**config.mk**
```make
export PLATFORM = sky130hd
export DESIGN_NAME = mst_lane
export DESIGN_NICKNAME = d
export VERILOG_FILES = /design/src/rtl/core/mst_pkg.sv /design/src/rtl/core/mst_lane.sv
export SDC_FILE = /design/constraint.sdc
export NUM_CORES = 2
export LEC_CHECK = 0
export BUFFER_PORTS_ARGS = -buffer_cell sky130_fd_sc_hd__buf_2
export CAP_MARGIN = 20
export CORE_UTILIZATION = 55
export DETAILED_ROUTE_END_ITERATION = 8
export GPL_TIMING_DRIVEN = 0
export PLACE_DENSITY = 0.73
export SETUP_SLACK_MARGIN = 0.05
export SYNTH_ARGS = -nofsm -noshare
export SYNTH_HDL_FRONTEND = slang
export SYNTH_SLANG_ARGS = --single-unit
```
**constraint.sdc**
```tcl
create_clock -name i_clk -period 11.7 [get_ports i_clk]
set_input_delay 1.17 -clock i_clk [delete_from_list [all_inputs] [get_ports i_clk]]
set_output_delay 1.17 -clock i_clk [all_outputs]
set_load 0.05 [all_outputs]
```
**src/rtl/core/mst_pkg.sv**
```systemverilog
`timescale 1ns / 1ps
// ----------------------------------------------------------------------------
// mst_pkg
// Types, constants and helper functions shared by the sigmoid MLP train core.
// ----------------------------------------------------------------------------
package mst_pkg;

    localparam int NUM_HIDDEN = 4;
    localparam int SIG_DEPTH  = 256;
    localparam int SIG_BITS   = $clog2(SIG_DEPTH);
    localparam int LANE_W     = (NUM_HIDDEN > 1) ? $clog2(NUM_HIDDEN) : 1;

    localparam int IDX_W      = 7;
    localparam int MUL_W      = 19;
    localparam int PROD_W     = 2 * MUL_W;
    localparam int ASR_IN_W   = PROD_W + 8;
    localparam int WIDE_W     = 24;
    localparam int SUM_W      = PROD_W + LANE_W + 1;
    localparam int GRAD_W     = 20;

    localparam int          ONE_Q12  = 4096;
    localparam logic [12:0] LR_RESET = 13'd1229;

    localparam longint Q31_ONE = 64'sd2147483648;

    typedef logic signed [15:0]          t_q12;
    typedef logic [12:0]                 t_prob;
    typedef logic signed [MUL_W-1:0]     t_mul_op;
    typedef logic signed [PROD_W-1:0]    t_prod;
    typedef logic signed [WIDE_W-1:0]    t_wide;
    typedef logic signed [GRAD_W-1:0]    t_grad;
    typedef logic [SIG_DEPTH-1:0][12:0]  t_sig_table;

    typedef enum logic [1:0] {
        ACT_INFER,
        ACT_TRAIN,
        ACT_WRITE,
        ACT_READ
    } t_action;

    typedef enum logic [4:0] {
        ST_IDLE,
        ST_PARAM,
        ST_F0, ST_F1, ST_F2, ST_F3, ST_F4,
        ST_M0, ST_M1, ST_M2,
        ST_T0, ST_T1, ST_T2, ST_T3, ST_T4, ST_T5,
        ST_T6, ST_T7, ST_T8, ST_T9, ST_T10,
        ST_DONE
    } t_state;

    typedef enum logic [1:0] {
        SLOT_W0,
        SLOT_W1,
        SLOT_BIAS,
        SLOT_V
    } t_slot;

    typedef struct packed {
        t_state st;
        logic   wr_en;
        t_slot  slot;
        t_q12   wr_data;
    } t_lane_ctl;

    typedef struct packed {
        t_q12               a;
        t_q12               b;
        logic signed [15:0] err;
        logic [12:0]        lr;
        t_grad              g;
    } t_lane_data;

    typedef struct packed {
        t_q12  w0;
        t_q12  w1;
        t_q12  bias;
        t_q12  v;
        t_prod prod;
        logic  sat;
    } t_lane_stat;

    // e^(-m/4096) in Q1.31, evaluated at elaboration only
    function automatic longint exp_neg(input longint m);
        longint z;
        longint t2;
        longint t3;
        longint t4;
        longint e;
        z  = m <<< 11;
        t2 = (z * z) >>> 31;
        t3 = (t2 * z) >>> 31;
        t4 = (t3 * z) >>> 31;
        e  = Q31_ONE - z + t2 / 2 - t3 / 6 + t4 / 24;
        for (int i = 0; i < 8; i++) begin
            e = (e * e) >>> 31;
        end
        return e;
    endfunction

    // shift-and-subtract quotient of non-negative values, quotient below 2^14
    function automatic longint udiv_q14(input longint n, input longint d);
        longint r;
        longint q;
        r = n;
        q = 0;
        for (int k = 13; k >= 0; k--) begin
            if (r >= (d <<< k)) begin
                r = r - (d <<< k);
                q = q | (longint'(1) <<< k);
            end
        end
        return q;
    endfunction

    function automatic t_sig_table build_sig_table();
        t_sig_table tbl;
        longint     xc;
        longint     m;
        longint     e;
        longint     den;
        longint     num;
        for (int i = 0; i < SIG_DEPTH; i++) begin
            xc  = -32768 + ((2 * longint'(i) + 1) * 65536) / (2 * SIG_DEPTH);
            m   = (xc < 0) ? -xc : xc;
            e   = exp_neg(m);
            den = Q31_ONE + e;
            num = (xc >= 0) ? Q31_ONE : e;
            tbl[i] = 13'(udiv_q14(num * 4096 + den / 2, den));
        end
        return tbl;
    endfunction

    localparam t_sig_table SIG_TABLE = build_sig_table();

    function automatic t_prob sig_lookup(input t_q12 x);
        logic [15:0] off;
        off = {~x[15], x[14:0]};
        return SIG_TABLE[off[15 -: SIG_BITS]];
    endfunction

    function automatic t_wide asr12(input logic signed [ASR_IN_W-1:0] p);
        logic signed [ASR_IN_W-1:0] s;
        s = p >>> 12;
        return s[WIDE_W-1:0];
    endfunction

    function automatic logic over16(input t_wide v);
        return !((&v[WIDE_W-1:15]) || (~|v[WIDE_W-1:15]));
    endfunction

    function automatic t_q12 clamp16(input t_wide v);
        if (over16(v)) begin
            return v[WIDE_W-1] ? 16'sh8000 : 16'sh7FFF;
        end
        return v[15:0];
    endfunction

endpackage

```
**src/rtl/core/mst_lane.sv**
```systemverilog
`timescale 1ns / 1ps
// ----------------------------------------------------------------------------
// mst_lane
// One hidden unit: its weights, bias and output weight, one multiplier
// stepped by the shared sequencer for the forward pass and the update.
// ----------------------------------------------------------------------------
module mst_lane (
    input  logic                i_clk,
    input  logic                i_rst_n,
    input  mst_pkg::t_lane_ctl  i_ctl,
    input  mst_pkg::t_lane_data i_data,
    output mst_pkg::t_lane_stat o_stat
);

    mst_pkg::t_q12    r_w0;
    mst_pkg::t_q12    r_w1;
    mst_pkg::t_q12    r_bias;
    mst_pkg::t_q12    r_v;
    mst_pkg::t_prod   r_prod;
    logic signed [mst_pkg::PROD_W:0] r_acc;
    mst_pkg::t_q12    r_s;
    mst_pkg::t_prob   r_hid;
    mst_pkg::t_grad   r_eh;
    logic signed [11:0] r_dh;
    mst_pkg::t_grad   r_gh1;
    mst_pkg::t_grad   r_gh;
    logic             r_sat;

    mst_pkg::t_mul_op mul_a;
    mst_pkg::t_mul_op mul_b;
    logic signed [mst_pkg::PROD_W:0] f_sum;
    mst_pkg::t_wide   s_pre;
    mst_pkg::t_wide   upd_bias;
    mst_pkg::t_wide   upd_prod;
    logic [13:0]      hid_c;

    assign hid_c = 14'(mst_pkg::ONE_Q12) - 14'(r_hid);

    always_comb begin
        case (i_ctl.st)
            mst_pkg::ST_F0: begin mul_a = mst_pkg::MUL_W'(r_w0); mul_b = mst_pkg::MUL_W'(i_data.a); end
            mst_pkg::ST_F1: begin mul_a = mst_pkg::MUL_W'(r_w1); mul_b = mst_pkg::MUL_W'(i_data.b); end
            mst_pkg::ST_F4: begin mul_a = mst_pkg::MUL_W'(r_v);  mul_b = mst_pkg::MUL_W'(r_hid); end
            mst_pkg::ST_T0: begin mul_a = mst_pkg::MUL_W'(r_v);  mul_b = mst_pkg::MUL_W'(i_data.err); end
            mst_pkg::ST_T1: begin mul_a = mst_pkg::MUL_W'(r_hid); mul_b = mst_pkg::MUL_W'(hid_c); end
            mst_pkg::ST_T3: begin mul_a = mst_pkg::MUL_W'(r_dh); mul_b = mst_pkg::MUL_W'(r_eh); end
            mst_pkg::ST_T5: begin mul_a = mst_pkg::MUL_W'(r_gh1); mul_b = mst_pkg::MUL_W'(i_data.lr); end
            mst_pkg::ST_T7: begin mul_a = mst_pkg::MUL_W'(i_data.g); mul_b = mst_pkg::MUL_W'(r_hid); end
            mst_pkg::ST_T8: begin mul_a = mst_pkg::MUL_W'(r_gh); mul_b = mst_pkg::MUL_W'(i_data.a); end
            mst_pkg::ST_T9: begin mul_a = mst_pkg::MUL_W'(r_gh); mul_b = mst_pkg::MUL_W'(i_data.b); end
            default:        begin mul_a = '0; mul_b = '0; end
        endcase
    end

    assign f_sum    = r_acc + (mst_pkg::PROD_W + 1)'(r_prod);
    assign s_pre    = mst_pkg::asr12(mst_pkg::ASR_IN_W'(f_sum)) + mst_pkg::WIDE_W'(r_bias);
    assign upd_bias = mst_pkg::WIDE_W'(r_bias) + mst_pkg::WIDE_W'(r_gh);
    assign upd_prod = mst_pkg::asr12(mst_pkg::ASR_IN_W'(r_prod));

    always_ff @(posedge i_clk) begin
        r_prod <= mul_a * mul_b;
        case (i_ctl.st)
            mst_pkg::ST_F1: r_acc <= (mst_pkg::PROD_W + 1)'(r_prod);
            mst_pkg::ST_F2: r_s   <= mst_pkg::clamp16(s_pre);
            mst_pkg::ST_F3: r_hid <= mst_pkg::sig_lookup(r_s);
            mst_pkg::ST_T1: r_eh  <= mst_pkg::GRAD_W'(upd_prod);
            mst_pkg::ST_T2: r_dh  <= 12'(upd_prod);
            mst_pkg::ST_T4: r_gh1 <= mst_pkg::GRAD_W'(upd_prod);
            mst_pkg::ST_T6: r_gh  <= mst_pkg::GRAD_W'(upd_prod);
            default: ;
        endcase
    end

    always_ff @(posedge i_clk) begin
        if (!i_rst_n) begin
            r_w0   <= '0;
            r_w1   <= '0;
            r_bias <= '0;
            r_v    <= '0;
            r_sat  <= 1'b0;
        end else begin
            if (i_ctl.wr_en) begin
                case (i_ctl.slot)
                    mst_pkg::SLOT_W0:   r_w0   <= i_ctl.wr_data;
                    mst_pkg::SLOT_W1:   r_w1   <= i_ctl.wr_data;
                    mst_pkg::SLOT_BIAS: r_bias <= i_ctl.wr_data;
                    mst_pkg::SLOT_V:    r_v    <= i_ctl.wr_data;
                    default: ;
                endcase
            end
            case (i_ctl.st)
                mst_pkg::ST_F0: r_sat <= 1'b0;
                mst_pkg::ST_F2: r_sat <= r_sat | mst_pkg::over16(s_pre);
                mst_pkg::ST_T7: begin
                    r_bias <= mst_pkg::clamp16(upd_bias);
                    r_sat  <= r_sat | mst_pkg::over16(upd_bias);
                end
                mst_pkg::ST_T8: begin
                    r_v   <= mst_pkg::clamp16(mst_pkg::WIDE_W'(r_v) + upd_prod);
                    r_sat <= r_sat | mst_pkg::over16(mst_pkg::WIDE_W'(r_v) + upd_prod);
                end
                mst_pkg::ST_T9: begin
                    r_w0  <= mst_pkg::clamp16(mst_pkg::WIDE_W'(r_w0) + upd_prod);
                    r_sat <= r_sat | mst_pkg::over16(mst_pkg::WIDE_W'(r_w0) + upd_prod);
                end
                mst_pkg::ST_T10: begin
                    r_w1  <= mst_pkg::clamp16(mst_pkg::WIDE_W'(r_w1) + upd_prod);
                    r_sat <= r_sat | mst_pkg::over16(mst_pkg::WIDE_W'(r_w1) + upd_prod);
                end
                default: ;
            endcase
        end
    end

    assign o_stat.w0   = r_w0;
    assign o_stat.w1   = r_w1;
    assign o_stat.bias = r_bias;
    assign o_stat.v    = r_v;
    assign o_stat.prod = r_prod;
    assign o_stat.sat  = r_sat;

endmodule

```
Yosys cells after proc, flatten, opt, wreduce, memory -nomap -nowiden

Memories as Yosys holds them, arrays and structs flattened. A register that Yosys moved wholly into a read port is not among the register bits.
Index checks and enable logic that the tools add are counted.

Bits in registers: 225
ROM bits: 3,328
Input port bits: 107
Output and inout port bits: 103
Memories kept: 1

$add $sub $neg: 7
Multiply operators: 1
Equal/unequal tests: 19
Mux-type cells: 44
Bitwise gates (word level): 6
Reductions and logical operators: 44

Memories:

| memory          | words | width | read ports | clocked after Yosys merged registers in | write ports | RTL line       | text |
|---|---|---|---|---|---|---|---|
| (no name shown) | 256   | 13    | 1          | 1                                       | 0           | mst_pkg.sv:138 | `return SIG_TABLE[off[15 -: SIG_BITS]];` |

Operators with widths:

| operator                                             | number |
|---|---|
| 2-to-1 mux 16 bit                                    | 27 |
| one-hot mux 19 bit (8 select lines)                  | 1 |
| one-hot mux 19 bit (7 select lines)                  | 1 |
| adder 16 x 24 -> 24 bit                              | 3 |
| AND reduction 9 bit                                  | 5 |
| OR reduction 9 bit                                   | 5 |
| multiplier 19 x 19 -> 38 bit                         | 1 |
| adder 36 bit                                         | 1 |
| equality test 5 x 4 -> 1 bit (second input constant) | 6 |
| equality test 5 bit (second input constant)          | 5 |
| adder 24 x 16 -> 24 bit                              | 1 |
| adder 16 x 20 -> 21 bit                              | 1 |
| nonzero test 2 bit                                   | 8 |
| equality test 5 x 3 -> 1 bit (second input constant) | 3 |
| 2-to-1 mux 1 bit                                     | 14 |
| subtractor 13 x 13 -> 14 bit (first input constant)  | 1 |
| equality test 5 x 2 -> 1 bit (second input constant) | 2 |
| zero test 1 bit                                      | 10 |
| OR reduction 2 bit                                   | 5 |
| AND reduction 2 bit                                  | 4 |
| one-hot mux 1 bit (6 select lines)                   | 1 |
| nonzero test 6 bit                                   | 1 |
| logical OR 1 bit                                     | 5 |
| OR 1 bit                                             | 5 |
| other kinds (4)                                      | 5 |

Longest topological paths before layout

Depth after elaboration: 9
Gate-level depth with buffers: 37
Depth with buffers taken out: 36

Least setup slack after synthesis

OpenSTA, ideal clock, no wires.

Kind: input port to flip-flop
Start point: input port i_ctl[19] (netlist name)
End point: register r_prod[37]
Library setup time: 0.072 ns
Data arrival time: 10.294 ns
Setup slack: 1.334 ns
Stages on the path: 33
Buffers on the path: 3
Cells stage by stage: buf_1 > nand2_1 > nor4_1 > clkbuf_1 > a221oi_1 > nand2_1 > clkbuf_1 > nand2_1 > fa_1 > inv_1 > fa_1 > inv_1 > fa_1 > inv_1 > fa_1 > fa_1 > fa_1 > inv_1 > fa_1 > inv_1 > ha_1 > and3_1 > nand2_1 > or2_2 > o21ai_0 > nor2_1 > a311oi_1 > o211ai_1 > a21oi_1 > nor3b_1 > or3_1 > a21oi_1 > xnor2_1

Word-level cells in the longest chain between the ends: 4
Elaborated cells between the ends (all ways): 18
Those cells by class: 1 x mul; 10 x eq/ne; 2 x mux; 5 x reduce/logical

Ends and longest elaborated chain:

| what                                                                                              | RTL line       | text |
|---|---|---|
| from (decl)                                                                                       | mst_lane.sv:10 | `input mst_pkg::t_lane_ctl i_ctl,` |
| equality test 5 bit, or another cell as far along                                                 | mst_lane.sv:40 | `case (i_ctl.st)` |
| OR reduction 2 bit (no line)                                                                      | n/a            |  |
| one-hot mux 19 bit (8 select lines) / one-hot mux 19 bit (7 select lines) (equally long branches) | mst_lane.sv:40 |  |
| multiplier 19 x 19 -> 38 bit (*)                                                                  | mst_lane.sv:61 | `r_prod <= mul_a * mul_b;` |
| to (signal assigned)                                                                              | mst_lane.sv:61 |  |
| to (decl)                                                                                         | mst_lane.sv:19 | `mst_pkg::t_prod r_prod;` |

Mark *: on every way between the ends. The rest lies on a longest branch, timed or not.
A chain may end at the register's enable or synchronous reset.

Worst setup path after layout

Start point: input port i_ctl[21] (netlist name)
End point: register r_prod[37]

Same word-level chain as after synthesis.

==> qor.csv <==
stage,metric,value,unit
global_routing,gr usage total,40.4,%
cts,CTS sink cnt,229,
flow_run,max_cap viols,0,
floorplanning,Site Rows,88,
synth,Yosys reg bits,229,
timing,Final Setup Violations,0,
placed_design,Inst Count DP,4688,
routing,drt total wl,119,mm
synth,leading area contributor after synthesis,fa_1,
cts,CTS root buf,clkbuf_16,
synth,Main synth FF type,edfxtp_1,
cts,TritonCTS Buffers,29,
synth,top post-synthesis cells by count,"475 x inv_1, 415 x nand2_1, 373 x fa_1, 336 x nor2_1, 278 x ha_1",
finish,register area,5850,µm²
placed_design,DP Worst Slack,-0.448,ns
power,VDD IR-drop max,0.133,mV
cts,Clock transition at path regs,0.07,ns
global_routing,vias in the first global route,29200,
floorplanning,initial core utilization,55.7,%
synth,most common cell in the synthesized netlist,inv_1,
cts,hold_buf cts,0,
power,PwrDens,115,nW/µm²
power,Leak,16.4,nW
routing,Via density,6.32,
global_routing,initial antenna violation count,4,
cts,H-Tree Depth,1,
floorplanning,Top Ports,210,
routing,Routed wire per std cell,25.2,µm
hold_path,hold endpoint,r_acc[5],
critical_path,CP Class,primary input to flip-flop,
synth,Cells after Synth,3700,
global_routing,grt ovf,0,
synth,Syn. warnings,0,
synth,sequential area share after synthesis,18.2,%
routing,via count,30000,
finish,area occupied by multi-input gates,24000,µm²
timing,period utilization,95.8,%
placed_design,port buffer count,207,
synth,ys async rst share,0,%
synth,share of the synthesized area in the top cell type,23.2,%
global_routing,first-pass GRT wire length,179,mm
synth,Mapped Area,32200,µm²
synth,Mean Syn Cell Area,8.70,µm²
hold_path,Hold Crit Start,r_prod[5],
finish,FILL cells,5114,
timing,RSZ-0062 raised after global routing,no,
synth,"top cells by area, synth","fa_1 23%, edfxtp_1 12%, ha_1 11%, dfxtp_1 6.4%, inv_1 5.5%",
critical_path,Worst Path Max Fanout,10,
critical_path,slowest CP cell,fa_1,
synth,Netlist cell types,104,
critical_path,reg2reg start,r_hid[2],
cts,CTS Buffer Depth,3,
cts,Worst-Skew Late Latency,0.60,ns
critical_path,Critical R2R Capture,r_prod[37],
floorplanning,Die H,244,µm
finish,NumNets Final,4713,
critical_path,crit-path most repeated cell,fa_1,
timing,Fmax,89.2,MHz
floorplanning,core area,57800,µm²
critical_path,Crit path buffers/inverters,10,
critical_path,Critical Path Source Type,primary input,
synth,Synthesized Nets,4458,
routing,DRT antenna net count,0,
placed_design,post-DP HPWL,95.8,mm
run_status,status,"finished, final reports clean",
critical_path,instance count on the critical path,35,
critical_path,Worst EP required,12.24,ns
critical_path,reg2reg setup slack,0.83,ns
placed_design,routability congestion estimate,1.04,
hold_path,Min-Delay Path Class,flip-flop to flip-flop,
critical_path,R2R cell count,33,
routing,Post-route DRC,0,
critical_path,Top delay family on crit path,adder cells,
routing,total iterations of the first detailed-routing run,8,
finish,layout cells sized above 1,9.78,%
timing,min cycle time layout,11.21,ns
timing,PnR worst setup slack,0.489,ns
timing,skew final,0.0266,ns
critical_path,arrival time at the worst endpoint,11.75,ns
synth,"EDFF count, synth",126,
timing,Slew HR,7.21,%
finish,Layout area overhead,10.2,%
hold_path,hold depth,0,
finish,fin cells,4747,
routing,DRT iter0 DRCs,3183,
floorplanning,Die ar.,59500,µm²
critical_path,Setup crit end kind,flip-flop,
global_routing,largest net degree at the start of global routing,29,
timing,count of pins over their slew limit,0,
timing,Slew @ Worst Pin,1.39,ns
timing,final hold viol count,0,
cts,CTS tree,done,
floorplanning,Die Width,244,µm
critical_path,crit-path max cell delay,0.57,ns
metrics by stage:
step | hold WS, ns | total power, mW | cell area (µm²) | setup TNS (ns) | util [%]
floorplan | 0.486 | 2.45 | 32200 | 0 | -
global placement | 0.483 | 3.03 | 34200 | -18.61 | 59.1
detailed placement | 0.475 | 3.05 | 34400 | -0.753 | 59.5
CTS | 0.488 | 4.02 | 35400 | 0 | 61.3
global route | 0.513 | 4.26 | 35500 | 0 | 61.4
finish | 0.493 | 4.06 | 35500 | 0 | 61.4
metal layers:
| layer | part of all wire (%) | global-route usage, % |
|---|---|---|
| met5 | 0.0075 | 0 |
| met4 | 7.4 | 24.2 |
| met3 | 12 | 11.1 |
| met2 | 42 | 59.8 |
| met1 | 38 | 52.8 |
area by class of cell:
| class | count | area share, % |
|---|---|---|
| well taps | 765 | 2.70 |
| flip-flops and latches | 229 | 16.5 |
| repair buffers | 225 | 3.40 |
| clock inverters | 20 | 0.688 |
| clock buffers | 34 | 2.16 |
| inverters | 477 | 5.05 |
| diodes | 4 | 0.0282 |
| plain buffers | 155 | 1.80 |
| multi-input cells | 2838 | 67.7 |
registers in the layout, indices dropped and copies added, names as in the netlist, 8 cells and up:
register and count:
r_prod 38, r_hid 12, r_acc 36, r_dh 12, r_bias 16, r_w0 16
r_w1 16, r_v 16, r_eh 19, r_gh 20, r_gh1 19, r_s 8
repair_timing:
action / CTS / global route
setup endpoints to repair: 0 / 4
endpoints found under the hold margin: 0 / 0
gates resized for setup: 0 / 23
setup buffers: 0 / 0
where the power goes:
group | internal, mW | total, mW | leakage, nW | switching (mW)
clock network | 0.564 | 0.973 | 0.485 | 0.409
registers | 0.950 | 1.19 | 2.00 | 0.236
logic | 0.699 | 1.90 | 14.0 | 1.20
cells by family after synthesis:
| family | Yosys count | synth area share [%] |
|---|---|---|
| flip-flops | 229 | 18.2 |
| XOR/XNOR | 141 | 3.86 |
| multiplexers | 40 | 1.52 |
| AO/OA/AOI/OAI | 889 | 19.3 |
| adder cells (fa/ha/maj) | 651 | 34.0 |
| buffers and inverters | 633 | 7.51 |
| AND/OR/NAND/NOR | 1117 | 15.7 |
worst reg2reg max path, delay by kind of cell (launching register included):
family,cells,cell delay (ns)
flip-flops,1,0.49
XOR/XNOR,1,0.14
buffers and inverters,5,0.63
AND/OR/NAND/NOR,12,3.01
adder cells (fa/ha/maj),8,3.83
AO/OA/AOI/OAI,7,2.72
worst max path at each step:
| stage | startpoint | slack, ns | to |
|---|---|---|---|
| after global routing | i_ctl[21] | 0.19 | r_prod[37] |
| final | i_ctl[21] | 0.49 | r_prod[37] |
| after CTS | i_ctl[20] | 0.15 | r_prod[37] |
| after detailed placement | i_ctl[19] | -0.45 | r_prod[37] |
| after global placement | i_ctl[19] | -2.10 | r_prod[37] |
| after floorplan | i_ctl[19] | 1.33 | r_prod[37] |
placed cells by master, fill, tap and decap left out, types with 27 or more instances in the layout:
master	count
a211oi_1	32
a21boi_1	30
a21o_1	68
a21oi_1	241
and2_1	58
buf_2	214
clkbuf_1	122
clkbuf_16	30
dfxtp_1	103
edfxtp_1	126
fa_1	373
ha_1	278
inv_1	475
mux2i_1	27
nand2_1	415
nand2b_1	43
nand3_1	59
nor2_1	334
nor2b_1	44
nor3_1	51
o211ai_1	37
o21ai_0	140
o221ai_1	35
xnor2_1	101
xor2_1	39
(Power assumes the default switching activity.)
